===== config.mk =====
export PLATFORM = sky130hd
export DESIGN_NAME = dual_ir_distance_ema
export DESIGN_NICKNAME = d
export VERILOG_FILES = /design/src/sv/dide_pkg.sv /design/src/sv/dual_ir_distance_ema.sv
export VERILOG_INCLUDE_DIRS = /design/src /design/src/sv
export SDC_FILE = /design/constraint.sdc
export NUM_CORES = 2
export LEC_CHECK = 0
export BUFFER_PORTS_ARGS = -buffer_cell sky130_fd_sc_hd__buf_2
export CAP_MARGIN = 20
export CELL_PAD_IN_SITES_DETAIL_PLACEMENT = 1
export CELL_PAD_IN_SITES_GLOBAL_PLACEMENT = 1
export CORE_ASPECT_RATIO = 1.25
export CORE_UTILIZATION = 49
export DETAILED_ROUTE_END_ITERATION = 8
export PLACE_DENSITY_LB_ADDON = 0.12
export SLEW_MARGIN = 20
export SYNTH_ARGS = -nofsm -noshare
export SYNTH_HDL_FRONTEND = slang
export SYNTH_SLANG_ARGS = --single-unit

===== constraint.sdc =====
create_clock -name clk_i -period 12.6 [get_ports clk_i]
set_input_delay 3.78 -clock clk_i [delete_from_list [all_inputs] [get_ports clk_i]]
set_output_delay 3.78 -clock clk_i [all_outputs]
set_load 0.03 [all_outputs]

===== src/sv/dual_ir_distance_ema_macros.svh =====
// ----------------------------------------------------------------------------
// Assertion macros for the dual IR distance front end
// Shared checking shorthand, clocked on clk_i and disabled while in reset.
// ----------------------------------------------------------------------------
`ifndef DUAL_IR_DISTANCE_EMA_MACROS_SVH
`define DUAL_IR_DISTANCE_EMA_MACROS_SVH

// Consequent must hold in the same cycle as the antecedent.
`define DIDE_ASSERT_NOW(lbl, ante, cons, msg) \
  lbl: assert property (@(posedge clk_i) disable iff (!rst_ni) (ante) |-> (cons)) \
    else $error(msg);

// Consequent must hold in the cycle after the antecedent.
`define DIDE_ASSERT_NEXT(lbl, ante, cons, msg) \
  lbl: assert property (@(posedge clk_i) disable iff (!rst_ni) (ante) |=> (cons)) \
    else $error(msg);

`endif


===== src/sv/dide_pkg.sv =====
// ----------------------------------------------------------------------------
// Dual IR distance front end package
// Widths, beat layouts, register indexes and reset values.
// ----------------------------------------------------------------------------
package dide_pkg;

  // Sample and field widths
  localparam int unsigned SAMPLE_BITS = 12;
  localparam int unsigned STAMP_W     = 32;
  localparam int unsigned DIST_W      = 32;
  localparam int unsigned ALPHA_W     = 16;
  localparam int unsigned GAIN_W      = 16;
  localparam int unsigned SCALE_W     = 16;
  localparam int unsigned OFFSET_W    = 32;
  localparam int unsigned LIMIT_W     = 12;
  localparam int unsigned STATUS_W    = 2;

  // Configuration port
  localparam int unsigned CFG_IDX_W  = 3;
  localparam int unsigned CFG_DATA_W = 32;

  // Ratio and root arithmetic
  localparam int unsigned FRAC_W     = 32;
  localparam int unsigned NUM_W      = SCALE_W + FRAC_W;
  localparam int unsigned ROOT_W     = NUM_W / 2;
  localparam int unsigned REM_W      = ROOT_W + 3;
  localparam int unsigned CNT_W      = $clog2(NUM_W);
  localparam int unsigned MUL_A_W    = GAIN_W + 1;
  localparam int unsigned MUL_B_W    = ROOT_W + 1;
  localparam int unsigned PROD_W     = MUL_A_W + MUL_B_W;
  localparam int unsigned EMA_SHIFT  = 16;
  localparam int unsigned GAIN_SHIFT = 8;
  localparam int unsigned SUM_W      = DIST_W + 2;
  localparam int unsigned CMP_W      = (SAMPLE_BITS > LIMIT_W) ? SAMPLE_BITS : LIMIT_W;

  // Input beat layout: sample_one, stamp_one, sample_two, stamp_two
  localparam int unsigned IN_S1_LSB  = 0;
  localparam int unsigned IN_T1_LSB  = IN_S1_LSB + SAMPLE_BITS;
  localparam int unsigned IN_S2_LSB  = IN_T1_LSB + STAMP_W;
  localparam int unsigned IN_T2_LSB  = IN_S2_LSB + SAMPLE_BITS;
  localparam int unsigned IN_W       = IN_T2_LSB + STAMP_W;
  localparam int unsigned IN_TDATA_W = ((IN_W + 7) / 8) * 8;
  localparam int unsigned IN_USER_W  = 2;

  // Output beat layout
  localparam int unsigned OUT_W       = 2 * (DIST_W + STAMP_W + 1) + STATUS_W;
  localparam int unsigned OUT_TDATA_W = ((OUT_W + 7) / 8) * 8;

  typedef enum logic [CFG_IDX_W-1:0] {
    CFG_FILTER_ENABLE    = 3'd0,
    CFG_SMOOTHING_ALPHA  = 3'd1,
    CFG_DISTANCE_GAIN    = 3'd2,
    CFG_RANGE_SCALE      = 3'd3,
    CFG_DISTANCE_OFFSET  = 3'd4,
    CFG_SATURATION_LIMIT = 3'd5,
    CFG_LOW_LIMIT        = 3'd6
  } cfg_idx_e;

  typedef enum logic [STATUS_W-1:0] {
    STATUS_OK           = 2'd0,
    STATUS_SATURATED    = 2'd1,
    STATUS_OUT_OF_RANGE = 2'd2
  } status_e;

  // Register reset values
  localparam logic                FEN_RST    = 1'b1;
  localparam logic [ALPHA_W-1:0]  ALPHA_RST  = 16'd49152;
  localparam logic [GAIN_W-1:0]   GAIN_RST   = 16'd256;
  localparam logic [SCALE_W-1:0]  SCALE_RST  = 16'd4095;
  localparam logic [OFFSET_W-1:0] OFFSET_RST = 32'd0;
  localparam logic [LIMIT_W-1:0]  SAT_RST    = 12'd4000;
  localparam logic [LIMIT_W-1:0]  LOW_RST    = 12'd100;

  localparam logic [DIST_W-1:0]   DIST_MAX   = {DIST_W{1'b1}};

endpackage


===== src/sv/dual_ir_distance_ema.sv =====
// ----------------------------------------------------------------------------
// Dual IR distance front end with moving-average smoothing
// Smooths two photodiode samples, turns each into a Q16.16 distance, flags status.
// ----------------------------------------------------------------------------
// One input beat carries a sample and timestamp from each photodiode (ids in
// tuser); one output beat gives both held distances and timestamps, the fresh
// flags and the sensor status. The block takes one beat at a time. Each channel
// is first smoothed if the filter is enabled, then checked; if its id matches
// and its value is nonzero, the bit-serial ratio divide and the square root
// follow, both stepping through one shared compare-subtract unit, then the
// gain multiply and the offset add. Smoothing and gain use the one shared
// multiplier; the two channels run one after the other. A new input beat is
// taken once the result has moved into the output register.

`include "dual_ir_distance_ema_macros.svh"

module dual_ir_distance_ema (
  input  logic                                clk_i,
  input  logic                                rst_ni,
  input  logic                                cfg_we_i,
  input  logic [dide_pkg::CFG_IDX_W-1:0]      cfg_idx_i,
  input  logic [dide_pkg::CFG_DATA_W-1:0]     cfg_data_i,
  input  logic                                s_axis_tvalid,
  output logic                                s_axis_tready,
  // sample_one, stamp_one, sample_two, stamp_two, zero pad
  input  logic [dide_pkg::IN_TDATA_W-1:0]     s_axis_tdata,
  // tag_one, tag_two
  input  logic [dide_pkg::IN_USER_W-1:0]      s_axis_tuser,
  output logic                                m_axis_tvalid,
  input  logic                                m_axis_tready,
  // distance_one, time_one, fresh_one, distance_two, time_two, fresh_two,
  // sensor_status, zero pad
  output logic [dide_pkg::OUT_TDATA_W-1:0]    m_axis_tdata
);
  import dide_pkg::*;

  typedef enum logic [3:0] {
    ST_IDLE,
    ST_SM_MUL,
    ST_SM_ADD,
    ST_CHECK,
    ST_DIV,
    ST_SQRT,
    ST_GAIN_MUL,
    ST_OFFSET,
    ST_FINISH
  } state_e;

  state_e                     state_q;
  logic                       ch_q;
  logic [CNT_W-1:0]           cnt_q;

  logic                       fen_q;
  logic [ALPHA_W-1:0]         alpha_q;
  logic [GAIN_W-1:0]          gain_q;
  logic [SCALE_W-1:0]         scale_q;
  logic [OFFSET_W-1:0]        offset_q;
  logic [LIMIT_W-1:0]         sat_lim_q;
  logic [LIMIT_W-1:0]         low_lim_q;

  logic [SAMPLE_BITS-1:0]     v_one_q, v_two_q;
  logic                       tag_one_q, tag_two_q;
  logic [SAMPLE_BITS-1:0]     sm_one_q, sm_two_q;
  logic [DIST_W-1:0]          kd_one_q, kd_two_q;
  logic [STAMP_W-1:0]         kt_one_q, kt_two_q;

  logic [NUM_W-1:0]           work_q;
  logic [REM_W-1:0]           rem_q;
  logic [ROOT_W-1:0]          root_q;
  logic signed [PROD_W-1:0]   prod_q;

  logic                       m_tvalid_q;
  logic [OUT_TDATA_W-1:0]     m_tdata_q;

  logic [SAMPLE_BITS-1:0]     cur_v, cur_sm, ema_v;
  logic                       cur_ok;
  logic signed [SAMPLE_BITS:0] sm_diff;
  logic signed [MUL_A_W-1:0]  mul_a;
  logic signed [MUL_B_W-1:0]  mul_b;
  logic signed [PROD_W-1:0]   prod;
  logic [PROD_W-1:0]          ema_acc;
  logic [REM_W-1:0]           sub_a, sub_b, sub_res;
  logic [REM_W:0]             sub_diff;
  logic                       sub_ge;
  logic [DIST_W-1:0]          gain_d, dist_clamped;
  logic signed [SUM_W-1:0]    dist_sum;
  logic [CMP_W-1:0]           v1_c, v2_c, sat_c, low_c;
  status_e                    status_d;
  state_e                     adv_state;
  logic                       out_free;

  assign cur_v  = ch_q ? v_two_q  : v_one_q;
  assign cur_sm = ch_q ? sm_two_q : sm_one_q;
  assign cur_ok = ch_q ? tag_two_q : !tag_one_q;

  // Shared multiplier: alpha times (prev - x) for smoothing, gain times root later
  assign sm_diff = $signed({1'b0, cur_sm}) - $signed({1'b0, cur_v});

  always_comb begin
    if (state_q == ST_SM_MUL) begin
      mul_a = $signed({1'b0, alpha_q});
      mul_b = $signed({{(MUL_B_W-SAMPLE_BITS-1){sm_diff[SAMPLE_BITS]}}, sm_diff});
    end else begin
      mul_a = $signed({1'b0, gain_q});
      mul_b = $signed({1'b0, root_q});
    end
  end

  assign prod = mul_a * mul_b;

  // alpha*prev + (1-alpha)*x == x + alpha*(prev - x), all in Q.16
  assign ema_acc = $unsigned(prod_q)
                 + ({{(PROD_W-SAMPLE_BITS){1'b0}}, cur_v} << EMA_SHIFT);
  assign ema_v   = ema_acc[EMA_SHIFT +: SAMPLE_BITS];

  // Shared compare-subtract: restoring divide step or digit-by-digit root step
  always_comb begin
    if (state_q == ST_DIV) begin
      sub_a = {rem_q[REM_W-2:0], work_q[NUM_W-1]};
      sub_b = {{(REM_W-SAMPLE_BITS){1'b0}}, cur_v};
    end else begin
      sub_a = {rem_q[REM_W-3:0], work_q[NUM_W-1 -: 2]};
      sub_b = {1'b0, root_q, 2'b01};
    end
  end

  assign sub_diff = {1'b0, sub_a} - {1'b0, sub_b};
  assign sub_ge   = !sub_diff[REM_W];
  assign sub_res  = sub_ge ? sub_diff[REM_W-1:0] : sub_a;

  // Gain is Q8.8: drop eight bits, then add the signed offset and clamp
  assign gain_d   = prod_q[GAIN_SHIFT +: DIST_W];
  assign dist_sum = $signed({2'b00, gain_d})
                  + $signed({{(SUM_W-OFFSET_W){offset_q[OFFSET_W-1]}}, offset_q});

  always_comb begin
    if (dist_sum[SUM_W-1]) begin
      dist_clamped = '0;
    end else if (dist_sum[SUM_W-2]) begin
      dist_clamped = DIST_MAX;
    end else begin
      dist_clamped = dist_sum[DIST_W-1:0];
    end
  end

  assign v1_c  = {{(CMP_W-SAMPLE_BITS){1'b0}}, v_one_q};
  assign v2_c  = {{(CMP_W-SAMPLE_BITS){1'b0}}, v_two_q};
  assign sat_c = {{(CMP_W-LIMIT_W){1'b0}}, sat_lim_q};
  assign low_c = {{(CMP_W-LIMIT_W){1'b0}}, low_lim_q};

  always_comb begin
    if (v1_c >= sat_c || v2_c >= sat_c) begin
      status_d = STATUS_SATURATED;
    end else if (v1_c <= low_c || v2_c <= low_c) begin
      status_d = STATUS_OUT_OF_RANGE;
    end else begin
      status_d = STATUS_OK;
    end
  end

  // After a channel: start the second one, or finish after it
  assign adv_state = !ch_q ? (fen_q ? ST_SM_MUL : ST_CHECK) : ST_FINISH;
  assign out_free  = !m_tvalid_q || m_axis_tready;

  always_ff @(posedge clk_i or negedge rst_ni) begin
    if (!rst_ni) begin
      state_q    <= ST_IDLE;
      ch_q       <= 1'b0;
      cnt_q      <= '0;
      fen_q      <= FEN_RST;
      alpha_q    <= ALPHA_RST;
      gain_q     <= GAIN_RST;
      scale_q    <= SCALE_RST;
      offset_q   <= OFFSET_RST;
      sat_lim_q  <= SAT_RST;
      low_lim_q  <= LOW_RST;
      v_one_q    <= '0;
      v_two_q    <= '0;
      tag_one_q  <= 1'b0;
      tag_two_q  <= 1'b0;
      sm_one_q   <= '0;
      sm_two_q   <= '0;
      kd_one_q   <= '0;
      kd_two_q   <= '0;
      kt_one_q   <= '0;
      kt_two_q   <= '0;
      work_q     <= '0;
      rem_q      <= '0;
      root_q     <= '0;
      prod_q     <= '0;
      m_tvalid_q <= 1'b0;
      m_tdata_q  <= '0;
    end else begin
      if (cfg_we_i) begin
        unique case (cfg_idx_i)
          CFG_FILTER_ENABLE:    fen_q     <= cfg_data_i[0];
          CFG_SMOOTHING_ALPHA:  alpha_q   <= cfg_data_i[ALPHA_W-1:0];
          CFG_DISTANCE_GAIN:    gain_q    <= cfg_data_i[GAIN_W-1:0];
          CFG_RANGE_SCALE:      scale_q   <= cfg_data_i[SCALE_W-1:0];
          CFG_DISTANCE_OFFSET:  offset_q  <= cfg_data_i[OFFSET_W-1:0];
          CFG_SATURATION_LIMIT: sat_lim_q <= cfg_data_i[LIMIT_W-1:0];
          CFG_LOW_LIMIT:        low_lim_q <= cfg_data_i[LIMIT_W-1:0];
          default: ;
        endcase
      end

      if (m_tvalid_q && m_axis_tready) begin
        m_tvalid_q <= 1'b0;
      end

      unique case (state_q)
        ST_IDLE: begin
          if (s_axis_tvalid) begin
            v_one_q   <= s_axis_tdata[IN_S1_LSB +: SAMPLE_BITS];
            v_two_q   <= s_axis_tdata[IN_S2_LSB +: SAMPLE_BITS];
            tag_one_q <= s_axis_tuser[0];
            tag_two_q <= s_axis_tuser[1];
            // Timestamps follow their channel's id check straight away
            if (!s_axis_tuser[0]) begin
              kt_one_q <= s_axis_tdata[IN_T1_LSB +: STAMP_W];
            end
            if (s_axis_tuser[1]) begin
              kt_two_q <= s_axis_tdata[IN_T2_LSB +: STAMP_W];
            end
            ch_q    <= 1'b0;
            state_q <= fen_q ? ST_SM_MUL : ST_CHECK;
          end
        end
        ST_SM_MUL: begin
          prod_q  <= prod;
          state_q <= ST_SM_ADD;
        end
        ST_SM_ADD: begin
          if (ch_q) begin
            v_two_q  <= ema_v;
            sm_two_q <= ema_v;
          end else begin
            v_one_q  <= ema_v;
            sm_one_q <= ema_v;
          end
          state_q <= ST_CHECK;
        end
        ST_CHECK: begin
          if (!cur_ok) begin
            ch_q    <= 1'b1;
            state_q <= adv_state;
          end else if (cur_v == '0) begin
            // Zero sample reads as the far end of the range
            if (ch_q) begin
              kd_two_q <= DIST_MAX;
            end else begin
              kd_one_q <= DIST_MAX;
            end
            ch_q    <= 1'b1;
            state_q <= adv_state;
          end else begin
            work_q  <= {scale_q, {FRAC_W{1'b0}}};
            rem_q   <= '0;
            cnt_q   <= '0;
            state_q <= ST_DIV;
          end
        end
        ST_DIV: begin
          // Quotient bits shift in where numerator bits shift out
          work_q <= {work_q[NUM_W-2:0], sub_ge};
          rem_q  <= sub_res;
          cnt_q  <= cnt_q + CNT_W'(1);
          if (cnt_q == CNT_W'(NUM_W - 1)) begin
            rem_q   <= '0;
            root_q  <= '0;
            cnt_q   <= '0;
            state_q <= ST_SQRT;
          end
        end
        ST_SQRT: begin
          work_q <= {work_q[NUM_W-3:0], 2'b00};
          rem_q  <= sub_res;
          root_q <= {root_q[ROOT_W-2:0], sub_ge};
          cnt_q  <= cnt_q + CNT_W'(1);
          if (cnt_q == CNT_W'(ROOT_W - 1)) begin
            state_q <= ST_GAIN_MUL;
          end
        end
        ST_GAIN_MUL: begin
          prod_q  <= prod;
          state_q <= ST_OFFSET;
        end
        ST_OFFSET: begin
          if (ch_q) begin
            kd_two_q <= dist_clamped;
          end else begin
            kd_one_q <= dist_clamped;
          end
          ch_q    <= 1'b1;
          state_q <= adv_state;
        end
        ST_FINISH: begin
          // Hold until the output register is free
          if (out_free) begin
            m_tdata_q  <= OUT_TDATA_W'({status_d, tag_two_q, kt_two_q, kd_two_q,
                                        !tag_one_q, kt_one_q, kd_one_q});
            m_tvalid_q <= 1'b1;
            state_q    <= ST_IDLE;
          end
        end
        default: state_q <= ST_IDLE;
      endcase
    end
  end

  assign s_axis_tready = (state_q == ST_IDLE);
  assign m_axis_tvalid = m_tvalid_q;
  assign m_axis_tdata  = m_tdata_q;

  `DIDE_ASSERT_NEXT(a_busy_after_accept, s_axis_tvalid && s_axis_tready, !s_axis_tready, "input accepted while still busy")
  `DIDE_ASSERT_NOW(a_div_rem_bound, state_q == ST_DIV, rem_q < REM_W'(cur_v), "divide remainder not below divisor")
  `DIDE_ASSERT_NEXT(a_finish_delivers, state_q == ST_FINISH && out_free, m_axis_tvalid && state_q == ST_IDLE, "finished result not presented")

endmodule


==> impl_summary.txt <==
----------------------------------------------------
[Status]
  Outcome ... finished, final reports clean

[GRT]
  Global routing usage on met2 ... 0.531
  Total global-route track usage ... 0.302
  Met3 track demand over resource in global routing ... 0.0353
  Number of global-route vias before repair ... 35198
  Met1 track demand over resource ... 0.365
  Initial antenna violation count ... 4
  First-pass GRT wire length ... ~200 mm
  Busiest layer in global routing ... met2
  Total gr overflow ... 0
  Largest net degree at the start of global routing ... 144

[Critical path]
  Crit. End Element ... flip-flop
  Longest individual stage delay on the worst path ... about 0.73 ns
  Max FO, Critical Path ... 24
  Type of element launching the critical path ... flip-flop
  CP dominant cell by count ... sky130_fd_sc_hd__fa_1
  WS Path Type ... reg2reg
  WP data arrival ... 11.20 ns
  Required @ worst endpoint ... 13.11 ns
  Slowest stage cell, crit path ... sky130_fd_sc_hd__o21a_1

[Finish]
  Area Overhead vs Synth ... 11.5%
  Layout cells sized above 1 ... 0.149
  Post-layout net count ... 5329

[Timing]
  Achievable Freq ... around 93 MHz
  Post-route clock period utilization ... 0.849
  Final setup violation count ... 0
  Final TNS setup ... 0 ns
  RSZ-0062 raised after global routing ... false
  Count of endpoints failing hold in the final timing report ... 0
  Final min period ... 10.70 ns
  Worst-case headroom to the max-slew limit ... 0.186
  Clock Skews ... 0.0455 ns
  Actual slew at the worst max-slew pin ... 1.20 ns
  Number of pins with negative max-slew slack in the final report ... 0

[Synthesis]
  Share of synthesized area occupied by flip-flops and latches ... 0.337
  Avg Inst Size Synth ... around 9.4 µm²
  Leading cell types by total area after synthesis ... sky130_fd_sc_hd__dfrtp_1, sky130_fd_sc_hd__fa_1, sky130_fd_sc_hd__nand2_1
  Instance count of the mapped netlist ... 4406
  Count of synthesis-stage warnings from yosys ... 0
  Fraction of post-synthesis cell area in the top cell type by area ... 0.321
  Post-synth ARST share ... 1.00
  Distinct cell type count after synthesis ... 75
  Number of enable-type register cells in the synthesized netlist ... 0
  Total standard cell area after synthesis ... 41400 µm²
  Biggest area consumer among synthesized cells ... sky130_fd_sc_hd__dfrtp_1
  Predominant post-synthesis flop cell ... sky130_fd_sc_hd__dfrtp_1
  FF+latch count, synth ... 557

[Drt]
  Length of the first detailed-routing pass in iterations ... 8
  Final wirelength ... 127 mm
  Total number of vias ... 32283
  Vias per inst ... ~5.6
  Number of DRC violations after detailed-routing iteration 0 ... 1835
  Average wire per standard cell ... approximately 22 µm
  DRC Markers ... 0
  Number of nets with antenna violations after routing ... 0

[Place]
  Port Buffers ... 263
  Detailed placer's ending HPWL ... ~96 mm
  Weighted congestion at the end of routability-driven global placement ... 0.911

[Floorplanning]
  Row cnt ... between 100 and 150
  Number of ports placed on the die boundary ... 268
  Placeable Area ... 83300 µm²
  Die Width ... 262 µm
  Initial cell density of the core ... 0.498
  Overall die height ... around 330 µm
  Area enclosed by the die boundary ... 85800 µm²

[Clocking]
  CTS Sinks ... 557
  Post-cts gate resize count ... 0
  # hold bufs at CTS ... 0
  Buffers inserted during post-CTS setup optimization ... 0
  Clock transition at the register clock pins on the worst setup and hold paths after CTS ... 0.07 ns
  H-Tree Depth ... 2
  TritonCTS clock tree ... yes
  Inserted Clock Buffers ... 60
  Clock Tree Root ... sky130_fd_sc_hd__clkbuf_16
  Buffer levels on the longest clock path ... 3
  Clock latency on the worst-skew pair ... around 0.7 ns

[Run]
  Reported max-cap violation count ... 0

[Min path]
  Path class of the lowest-slack min-delay path ... reg2reg

----------------------------------------------------
[Yosys cell counts (7+ instances only)]
cell type and count:
sky130_fd_sc_hd__o221ai_1 7, sky130_fd_sc_hd__xnor2_1 72, sky130_fd_sc_hd__ha_1 227, sky130_fd_sc_hd__mux2i_1 53, sky130_fd_sc_hd__o22a_1 48, sky130_fd_sc_hd__nand2b_1 20, sky130_fd_sc_hd__dfrtp_1 532, sky130_fd_sc_hd__dfstp_2 25
sky130_fd_sc_hd__or3_1 9, sky130_fd_sc_hd__clkbuf_1 166, sky130_fd_sc_hd__buf_1 23, sky130_fd_sc_hd__nand3b_1 7, sky130_fd_sc_hd__fa_1 381, sky130_fd_sc_hd__o221a_2 9, sky130_fd_sc_hd__inv_1 552, sky130_fd_sc_hd__nand4_1 18
sky130_fd_sc_hd__a222oi_1 30, sky130_fd_sc_hd__nor2_1 297, sky130_fd_sc_hd__nor3_1 26, sky130_fd_sc_hd__o211ai_1 13, sky130_fd_sc_hd__a22o_1 26, sky130_fd_sc_hd__a211oi_1 16, sky130_fd_sc_hd__a221oi_1 18, sky130_fd_sc_hd__and2_1 11
sky130_fd_sc_hd__o21ai_1 13, sky130_fd_sc_hd__o21bai_1 12, sky130_fd_sc_hd__nor2b_1 17, sky130_fd_sc_hd__nand3_1 52, sky130_fd_sc_hd__nand2_1 962, sky130_fd_sc_hd__o21a_1 47, sky130_fd_sc_hd__buf_2 11, sky130_fd_sc_hd__a21oi_1 128
sky130_fd_sc_hd__mux2_2 188, sky130_fd_sc_hd__a21o_1 57, sky130_fd_sc_hd__a31oi_1 8, sky130_fd_sc_hd__xor2_1 33, sky130_fd_sc_hd__and3_1 40, sky130_fd_sc_hd__o21ai_0 159, sky130_fd_sc_hd__o31ai_1 8
[path summary, 6_finish.rpt]
path	cells past startpoint	startpoint	slack, ns	to
max reg2reg	32	ch_q$_DFFE_PN0P_	1.90	prod_q[39]$_DFFE_PN0P_
max in group asynchronous	3	rst_ni	7.06	root_q[22]$_DFFE_PN0P_
max	32	ch_q$_DFFE_PN0P_	1.90	prod_q[39]$_DFFE_PN0P_
min reg2reg	2	kt_one_q[16]$_DFFE_PN0P_	0.46	m_axis_tdata[48]$_DFFE_PN0P_
min	2	kt_one_q[16]$_DFFE_PN0P_	0.46	m_axis_tdata[48]$_DFFE_PN0P_
min in group asynchronous	1	rst_ni	3.20	m_axis_tdata[97]$_DFFE_PN0P_
[registers in the layout, summed over array words and instances (netlist names), 32 cells and up]
signal        flops
kd_one_q         32
kd_two_q         32
kt_one_q         32
kt_two_q         32
m_axis_tdata    132
offset_q         32
prod_q           32
work_q           48
[stage by stage]
| stage | instances | util | cell area (µm²) | setup slack, ns | hold slack (ns) |
|---|---|---|---|---|---|
| finish | 5725 | 0.555 | 46200 | 1.90 | 0.463 |
| global route | 5724 | 0.555 | 46200 | 1.16 | 0.480 |
| CTS | 5721 | 0.555 | 46200 | 1.84 | 0.465 |
| detailed placement | 5607 | 0.528 | 44000 | 1.90 | 0.448 |
| global placement | 5607 | 0.528 | 44000 | 2.23 | 0.440 |
| floorplan | 4409 | - | 41500 | 3.10 | 0.433 |
[worst max-delay path: cells and delay by family, from the launching register on]
kind                       cells  cell delay, ns
AOI/OAI and AO/OA             14            3.80
xor gates and xnor gates       1            0.15
adders and majority gates      8            3.76
buffers and inverters          5            0.76
DFF                            1            0.58
muxes                          1            0.47
and+or+nand+nor                3            0.97
[layout make-up]
class | instances | area (µm²)
clock buffer | 80 | 1730
multi-input combinational | 3096 | 24800
tap | 1080 | 1350
clock inverter | 34 | 505
sequential | 557 | 14000
antenna | 2 | 5.00
timing repair buffer | 324 | 1810
fill | 9486 | 37000
inverter | 552 | 2070
[cells by family (layout without fill, tap and decap cells)]
group	after synthesis	count (layout)	share of synthesized area
AOI/OAI and AO/OA	657	657	0.109
xor gates and xnor gates	106	106	0.0226
adders and majority gates	608	608	0.253
buffers and inverters	756	990	0.0692
DFF	557	557	0.337
muxes	241	241	0.0639
other	1	6	0.0000905
and+or+nand+nor	1480	1480	0.146
[layout by cell type, fill, tap and decap left out, types with 15 or more instances in the layout]
master / n
sky130_fd_sc_hd__nand2_1: 960
sky130_fd_sc_hd__inv_1: 552
sky130_fd_sc_hd__dfrtp_1: 532
sky130_fd_sc_hd__fa_1: 381
sky130_fd_sc_hd__nor2_1: 297
sky130_fd_sc_hd__buf_2: 262
sky130_fd_sc_hd__ha_1: 227
sky130_fd_sc_hd__mux2_2: 188
sky130_fd_sc_hd__o21ai_0: 158
sky130_fd_sc_hd__a21oi_1: 127
sky130_fd_sc_hd__xnor2_1: 72
sky130_fd_sc_hd__clkbuf_16: 60
sky130_fd_sc_hd__buf_4: 58
sky130_fd_sc_hd__a21o_1: 55
sky130_fd_sc_hd__nand3_1: 52
sky130_fd_sc_hd__o22a_1: 48
sky130_fd_sc_hd__o21a_1: 47
sky130_fd_sc_hd__mux2i_1: 43
sky130_fd_sc_hd__and3_1: 40
sky130_fd_sc_hd__xor2_1: 33
sky130_fd_sc_hd__a222oi_1: 30
sky130_fd_sc_hd__a22o_1: 26
sky130_fd_sc_hd__dfstp_2: 25
sky130_fd_sc_hd__nor3_1: 24
sky130_fd_sc_hd__nand2b_1: 19
sky130_fd_sc_hd__nand4_1: 18
sky130_fd_sc_hd__a221oi_1: 18
sky130_fd_sc_hd__nor2b_1: 16
sky130_fd_sc_hd__a211oi_1: 16
sky130_fd_sc_hd__clkbuf_8: 15
[per-layer routing]
layer,routed length (µm),share of wire
met5,0,0
met2,65100,0.51
met4,6260,0.049
met3,5480,0.043
met1,50600,0.40
Power is left out: the tool's default activity adds up to more than one toggle a clock period on the data nets, which glitch-free logic cannot reach.
